===== src/design/assert_macros.svh =====
// Assertion helpers included by the convert unit
`ifndef ASSERT_MACROS_SVH
`define ASSERT_MACROS_SVH

// Implication checked every cycle outside reset
`define ASSERT_IMP(label, clk, rst, ante, cons, msg) \
   label: assert property (@(posedge clk) disable iff (rst) (ante) |-> (cons)) \
      else $error(msg);

// Next-cycle implication checked outside reset
`define ASSERT_NEXT(label, clk, rst, ante, cons, msg) \
   label: assert property (@(posedge clk) disable iff (rst) (ante) |=> (cons)) \
      else $error(msg);

`endif


===== src/design/pwc_pkg.sv =====
package pwc_pkg;

   typedef enum logic [3:0] {
      KIND_NONE   = 4'd0,
      KIND_BOOL   = 4'd1,
      KIND_BYTE   = 4'd2,
      KIND_CHAR   = 4'd3,
      KIND_SHORT  = 4'd4,
      KIND_INT    = 4'd5,
      KIND_LONG   = 4'd6,
      KIND_FLOAT  = 4'd7,
      KIND_DOUBLE = 4'd8,
      KIND_VOID   = 4'd9
   } kind_type;

   localparam logic STATUS_OK       = 1'b0;
   localparam logic STATUS_MISMATCH = 1'b1;

   // Decoded view of one request, handed from the check stage to the datapath
   typedef struct packed {
      logic     allowed;
      kind_type src;
      kind_type tgt;
   } conv_ctl_type;

   // Widening rule check
   function automatic logic widen_ok(input logic [3:0] s, input logic [3:0] t);
      logic ok;
      ok = 1'b0;
      if (s <= KIND_VOID && t <= KIND_VOID) begin
         if (s == t) begin
            ok = (s != KIND_NONE) && (s != KIND_VOID);
         end else begin
            case (s)
               KIND_BYTE: ok = (t == KIND_SHORT) || (t >= KIND_INT && t <= KIND_DOUBLE);
               KIND_SHORT, KIND_CHAR: ok = (t >= KIND_INT && t <= KIND_DOUBLE);
               KIND_INT: ok = (t >= KIND_LONG && t <= KIND_DOUBLE);
               KIND_LONG: ok = (t == KIND_FLOAT) || (t == KIND_DOUBLE);
               KIND_FLOAT: ok = (t == KIND_DOUBLE);
               default: ok = 1'b0;
            endcase
         end
      end
      return ok;
   endfunction

endpackage


===== src/design/pwc_int_to_fp.sv =====
// Signed 64-bit integer to float or double, round to nearest even
module pwc_int_to_fp
   import pwc_pkg::*;
(
   input  logic [63:0] value,
   input  logic        to_double,
   output logic [63:0] fp_bits
);
   logic        neg;
   logic [63:0] mag;
   logic [5:0]  msb;
   logic [63:0] norm;
   logic [52:0] mant_d;
   logic [23:0] mant_f;
   logic        guard;
   logic        sticky;
   logic        lsb;
   logic        rnd_up;
   logic [53:0] mant_r;
   logic [10:0] exp_v;

   always_comb begin
      neg = value[63];
      mag = neg ? (64'd0 - value) : value;
      // leading one position
      msb = 6'd0;
      for (int i = 0; i < 64; i++) begin
         if (mag[i]) msb = 6'(i);
      end
      norm = mag << (6'd63 - msb);
      mant_d = norm[63:11];
      mant_f = norm[63:40];
      if (to_double) begin
         lsb    = norm[11];
         guard  = norm[10];
         sticky = |norm[9:0];
         rnd_up = guard && (sticky || lsb);
         mant_r = {1'b0, mant_d} + {53'd0, rnd_up};
      end else begin
         lsb    = norm[40];
         guard  = norm[39];
         sticky = |norm[38:0];
         rnd_up = guard && (sticky || lsb);
         mant_r = {29'd0, ({1'b0, mant_f} + {24'd0, rnd_up})};
      end
      fp_bits = 64'd0;
      if (mag != 64'd0) begin
         if (to_double) begin
            exp_v = 11'(msb) + 11'd1023 + {10'd0, mant_r[53]};
            fp_bits = {neg, exp_v, mant_r[53] ? mant_r[52:1] : mant_r[51:0]};
         end else begin
            exp_v = 11'(msb) + 11'd127 + {10'd0, mant_r[24]};
            fp_bits = {32'd0, neg, exp_v[7:0],
                       mant_r[24] ? mant_r[23:1] : mant_r[22:0]};
         end
      end else begin
         exp_v = 11'd0;
      end
   end
endmodule


===== src/design/primitive_widening_convert_unit.sv =====
// Path: an accepted request is held in the input register, then in the result register; a result stall holds it.
// Throughput: one request per cycle while the result is not stalled; the conversion is one combinational pass.
// A stalled result holds; the input register takes one more request while the result waits.
// Reset (synchronous, active high) clears both valid flags; payload is not reset.
module primitive_widening_convert_unit
   import pwc_pkg::*;
(
   input  logic        clock,
   input  logic        reset,
   input  logic        req_valid,
   output logic        req_stall,
   input  logic [3:0]  req_source_kind,
   input  logic [63:0] req_source_bits,
   input  logic [3:0]  req_target_kind,
   output logic        rsp_valid,
   input  logic        rsp_stall,
   output logic        rsp_status,
   output logic [63:0] rsp_result_bits
);
`include "assert_macros.svh"

   logic        in_vld_ff, in_vld_in;
   logic [3:0]  in_sk_ff, in_tk_ff;
   logic [63:0] in_bits_ff;
   logic        out_vld_ff, out_vld_in;
   logic        out_st_ff;
   logic [63:0] out_bits_ff;

   conv_ctl_type ctl;
   logic [63:0]  ext_val;
   logic [63:0]  fp_val;
   logic [63:0]  f2d;
   logic [63:0]  res;
   logic         advance;
   logic [7:0]   fe;
   logic [22:0]  fm;
   logic [4:0]   lz;
   logic [22:0]  fm_n;

   // Result register moves when empty or drained
   assign advance   = !out_vld_ff || !rsp_stall;
   assign req_stall = in_vld_ff && !advance;
   assign in_vld_in = (req_valid && !req_stall) || (in_vld_ff && !advance);
   assign out_vld_in = advance ? in_vld_ff : out_vld_ff;

   always_ff @(posedge clock) begin
      if (reset) begin
         in_vld_ff  <= 1'b0;
         out_vld_ff <= 1'b0;
      end else begin
         in_vld_ff  <= in_vld_in;
         out_vld_ff <= out_vld_in;
      end
   end

   always_ff @(posedge clock) begin
      if (req_valid && !req_stall) begin
         in_sk_ff   <= req_source_kind;
         in_tk_ff   <= req_target_kind;
         in_bits_ff <= req_source_bits;
      end
      if (advance && in_vld_ff) begin
         out_st_ff   <= ctl.allowed ? STATUS_OK : STATUS_MISMATCH;
         out_bits_ff <= res;
      end
   end

   // Decode
   always_comb begin
      ctl.allowed = widen_ok(in_sk_ff, in_tk_ff);
      ctl.src     = kind_type'(in_sk_ff);
      ctl.tgt     = kind_type'(in_tk_ff);
   end

   // Sign or zero extension of the source
   always_comb begin
      case (ctl.src)
         KIND_BYTE:  ext_val = {{56{in_bits_ff[7]}}, in_bits_ff[7:0]};
         KIND_CHAR:  ext_val = {48'd0, in_bits_ff[15:0]};
         KIND_SHORT: ext_val = {{48{in_bits_ff[15]}}, in_bits_ff[15:0]};
         KIND_INT:   ext_val = {{32{in_bits_ff[31]}}, in_bits_ff[31:0]};
         default:    ext_val = in_bits_ff;
      endcase
   end

   pwc_int_to_fp u_i2f (
      .value     (ext_val),
      .to_double (ctl.tgt == KIND_DOUBLE),
      .fp_bits   (fp_val)
   );

   // Float to double, subnormals normalized
   always_comb begin
      fe = in_bits_ff[30:23];
      fm = in_bits_ff[22:0];
      lz = 5'd0;
      for (int i = 0; i < 23; i++) begin
         if (fm[i]) lz = 5'(22 - i);
      end
      fm_n = fm << (lz + 5'd1);
      if (fe == 8'hFF) begin
         f2d = {in_bits_ff[31], 11'h7FF,
                (fm == 23'd0) ? 52'd0 : {1'b1, fm[21:0], 29'd0}};
      end else if (fe == 8'd0) begin
         if (fm == 23'd0) f2d = {in_bits_ff[31], 63'd0};
         else f2d = {in_bits_ff[31], 11'd897 - 11'(lz) - 11'd1, fm_n, 29'd0};
      end else begin
         f2d = {in_bits_ff[31], 11'(fe) + 11'd896, fm, 29'd0};
      end
   end

   // Result select
   always_comb begin
      res = 64'd0;
      if (ctl.allowed) begin
         if (ctl.tgt == KIND_BOOL) res = {63'd0, |in_bits_ff};
         else if (ctl.src == KIND_FLOAT)
            res = (ctl.tgt == KIND_DOUBLE) ? f2d : {32'd0, in_bits_ff[31:0]};
         else if (ctl.src == KIND_DOUBLE) res = in_bits_ff;
         else begin
            case (ctl.tgt)
               KIND_LONG:   res = ext_val;
               KIND_FLOAT,
               KIND_DOUBLE: res = fp_val;
               default:     res = {32'd0, ext_val[31:0]};
            endcase
         end
      end
   end

   assign rsp_valid       = out_vld_ff;
   assign rsp_status      = out_st_ff;
   assign rsp_result_bits = out_bits_ff;

   `ASSERT_IMP(a_mismatch_zero, clock, reset,
      rsp_valid && rsp_status == STATUS_MISMATCH, rsp_result_bits == 64'd0,
      "mismatch result not zero")
   `ASSERT_NEXT(a_hold_result, clock, reset, rsp_valid && rsp_stall,
      rsp_valid && $stable(rsp_result_bits), "stalled result changed")
   `ASSERT_NEXT(a_pipe_move, clock, reset, in_vld_ff && advance, rsp_valid,
      "staged request lost")
endmodule

===== config.mk =====
export PLATFORM = sky130hd
export DESIGN_NAME = primitive_widening_convert_unit
export DESIGN_NICKNAME = d
export VERILOG_FILES = /design/src/design/pwc_pkg.sv /design/src/design/pwc_int_to_fp.sv /design/src/design/primitive_widening_convert_unit.sv
export VERILOG_INCLUDE_DIRS = /design/src /design/src/design
export SDC_FILE = /design/constraint.sdc
export NUM_CORES = 1
export LEC_CHECK = 0
export ABC_CLOCK_PERIOD_IN_PS = 9230
export BUFFER_PORTS_ARGS = -buffer_cell sky130_fd_sc_hd__buf_2
export CAP_MARGIN = 20
export CELL_PAD_IN_SITES_DETAIL_PLACEMENT = 0
export CELL_PAD_IN_SITES_GLOBAL_PLACEMENT = 2
export CORE_MARGIN = 2
export CORE_UTILIZATION = 34
export DETAILED_ROUTE_END_ITERATION = 16
export PLACE_DENSITY = 0.75
export RECOVER_POWER = 25
export SKIP_LAST_GASP = 1
export SLEW_MARGIN = 20
export SYNTH_ARGS = -nofsm -noshare
export SYNTH_HDL_FRONTEND = slang
export SYNTH_HIERARCHICAL = 1
export SYNTH_SLANG_ARGS = --single-unit

===== constraint.sdc =====
create_clock -name clock -period 9.23 [get_ports clock]
set_input_delay 1.846 -clock clock [delete_from_list [all_inputs] [get_ports clock]]
set_output_delay 1.846 -clock clock [all_outputs]
set_load 0.05 [all_outputs]

==> impl_metrics.yaml <==
clock_network:
  path_clk_slew_ps: 60
  cts_tree: "built"
  h-tree-depth: 4
  cts_buffer_depth: 2
  clock_latency_ps: 450
  clkSinkCount: 139
  cts_buffers: 17
  clock-root-buffer: "clkbuf_16"
timing:
  fin_worst_skew_ps: 7.592
  fin_ws_ps: -68.67
  worst_pin_slew_ps: 4038
  relSlewSlack_pct: -169.2
  hold_violations: 0
  rsz0062_at_grt: "yes"
  drv_slew: 66
  finalCriticalPeriod_ps: 9299
  setup_violations: 6
  finalCritPeriodShare_pct: 100.7
  fin_setup_tns_ps: -195.9
  max_freq_ghz: 0.1075
setup_path:
  r2r-end: "rsp_result_bits[43]$_SDFFCE_PP0P_"
  critical_path.slowest_cell: "or4_4"
  r2r_start: "in_sk_ff[2]$_DFFE_PP_"
  cp-startpoint: "in_sk_ff[2]$_DFFE_PP_"
  cpPeakStageDelay_ps: 580
  cp_max_fo: 16
  cp.depth: 38
  cp_top_family: "compound AO/OA/AOI/OAI gates"
  crit_type: "reg2reg"
  reg2regPathDepth: 38
  worst-r2r-setup-slack_ps: -70
  crit_required_ps: 9400
  cp-end-kind: "register"
  cp-start-kind: "register"
  cp-endpoint: "rsp_result_bits[43]$_SDFFCE_PP0P_"
  crit_arrival_ps: 9470
  cp_common_cell: "buf_4"
  crit_buf_inv: 11
cells_and_area:
  drive_gt1_share_pct: 42.66
  utilization_pct: 52.29
  final_nets: 3839
  final_cell_area_um2: 32390
  final_cells: 4606
  area_growth_pct: 51.68
synth:
  yosysMostFrequentCell: "nand2_1"
  yosys_warnings: 6
  synthArstFlopShare_pct: 0
  postSynthAreaPerCell_um2: 7.739
  synth_area_leader_cell: "edfxtp_1"
  ys_types: 122
  synth_area_leaders: "edfxtp_1 (19%), nand2_1 (4.7%), nor2_1 (4.2%)"
  synth_top_area_share_pct: 19.27
  ys_top_cells_by_count: "nand2_1 (270), nor2_1 (238), a21oi_1 (163)"
  ys.flop_type: "edfxtp_1"
  synth-seq-cells: 139
  synth-edff-count: 137
  syn_area_um2: 21350
  synth_seq_area_share_pct: 19.46
  synth_fp_nets: 2845
  synth_cells: 2759
die:
  row_count: 91
  initial_core_util_pct: 34.47
  dieWidth_um: 254.6
  ios: 143
  dieArea_um2: 64820
  die_y_um: 254.6
  core_area_um2: 61940
place:
  portBuffers: 142
  dpl-instance-area_um2: 30030
  hpwl_mm: 115.3
  dp.cells: 4515
  place.gp.congestion: 1.094
drt:
  firstDrtPassIters: 7
  viasPerCell: 6.527
  drt_iter0_drc: 4015
  vias: 30060
  wl_mm: 141.9
  drtAntennaViolNets: 0
  wl_per_cell_um: 30.81
  drcViolationCount: 0
flow_run:
  drv_cap: 1
global_route:
  grt.overflow.total: 0
  grt_max_degree: 73
  antenna_found_initial: 12
  track_usage_pct: 42.07
  grt_pass1_wl_mm: 197.7
  grt_pass1_vias: 28300
power:
  total_leakage_power_nw: 13.22
  finalPower_mw: 6.194
  ir_drop_mv: 0.2410
  power_density_nw_per_um2: 191.3
min_path:
  hp-class: "reg2reg"
  worstHoldStart: "in_vld_ff$_SDFF_PP0_"
run_status:
  violations: "capacitance limit, slew limit, setup timing"
  status: "finished with violations"
==> metrics by stage <==
| step | hold slack, ps | setup WS, ps |
|---|---|---|
| after floorplan | 444.0 | -29.26 |
| after global placement | 459.0 | -551.9 |
| after detailed placement | 505.2 | -644.5 |
| after CTS | 508.8 | -28.51 |
| after global routing | 543.0 | -260.7 |
| final | 499.4 | -68.67 |
==> worst min-delay path by stage <==
| stage | cells past startpoint | to | slack [ps] |
|---|---|---|---|
| after CTS | 2 | rsp_valid$_SDFFE_PP0N_ | 510 |
| after floorplan | 2 | rsp_valid$_SDFFE_PP0N_ | 440 |
| final | 2 | rsp_valid$_SDFFE_PP0N_ | 500 |
| after global placement | 2 | rsp_valid$_SDFFE_PP0N_ | 460 |
| after global routing | 2 | rsp_valid$_SDFFE_PP0N_ | 540 |
| after detailed placement | 2 | rsp_valid$_SDFFE_PP0N_ | 510 |
==> state kept, by name (all words and copies together), names as in the netlist <==
name	flops
in_bits_ff	64
rsp_status	1
in_sk_ff	4
rsp_valid	1
in_vld_ff	1
rsp_result_bits	64
in_tk_ff	4
==> timing repair <==
item	CTS	global route
pin swaps	18	62
resized for setup	50	194
cloned	0	5
hold buffers	0	0
setup endpoints to repair	63	63
setup buffers	6	47
==> worst register-to-register path: cells and delay by family (launching register included) <==
family	cells	cell delay (ps)
AOI/OAI and AO/OA	15	3530
and+or+nand+nor	12	3170
buffers and inverters	11	1900
DFF	1	420
==> cell usage in the layout (no fill, tap or decap), types with 19 or more instances in the layout <==
| cell | synthesis | final |
|---|---|---|
| o22ai_1 | 33 | 31 |
| nand2_1 | 270 | 262 |
| o31ai_1 | 29 | 22 |
| inv_1 | 31 | 29 |
| edfxtp_1 | 137 | 137 |
| a31oi_1 | 33 | 26 |
| clkbuf_16 | 0 | 21 |
| o211ai_1 | 60 | 60 |
| a211oi_1 | 73 | 64 |
| nand3_1 | 99 | 96 |
| mux4_2 | 20 | 20 |
| a22oi_1 | 65 | 57 |
| o21ai_1 | 14 | 19 |
| and2_1 | 22 | 21 |
| nor4_1 | 68 | 57 |
| mux2_2 | 42 | 36 |
| or3_1 | 34 | 28 |
| buf_2 | 63 | 136 |
| a22o_1 | 43 | 43 |
| buf_4 | 26 | 1038 |
| and3_1 | 27 | 25 |
| a21oi_1 | 163 | 148 |
| mux2i_1 | 79 | 70 |
| a21o_1 | 35 | 34 |
| xor2_1 | 73 | 64 |
| o21ai_0 | 112 | 104 |
| nand4_1 | 46 | 46 |
| nor2_1 | 238 | 224 |
| xnor2_1 | 90 | 86 |
| nor3_1 | 122 | 105 |
==> cell type report <==
class	instances	area [µm²]
clock buffers	18	429.2
repair buffers	1218	9128
well taps	837	1047
inverters	35	131.4
flip-flops and latches	139	4154
fillers	6043	29550
clock inverters	13	167.7
multi-input cells	2342	17320
diodes	4	10.01
==> logic make-up (layout without fill, tap and decap cells) <==
family                     count (synthesis)  in the layout  synth area share [%]
adders and majority gates                 10             10                0.5860
other                                      0              4                     0
DFF                                      139            139                 19.46
xor gates and xnor gates                 166            166                 6.915
and+or+nand+nor                         1078           1078                 25.78
buffers and inverters                    279           1284                 5.877
muxes                                    143            143                 8.274
AOI/OAI and AO/OA                        944            945                 33.11
==> power breakdown <==
group          total, mW  leakage [nW]  switching (mW)  internal, mW
clock network      0.720         0.288           0.294         0.426
logic               4.71          11.6            2.70          2.00
registers          0.768          1.29          0.0341         0.734
==> routing by layer <==
layer	GRT usage, %	vias up	share of wire (%)
met5	0	-	0.013
met4	20.05	4	5.7
met3	10.67	441	12
met2	62.95	2210	42
met1	56.41	14580	39
li1	-	12830	-
(Power assumes the default switching activity.)
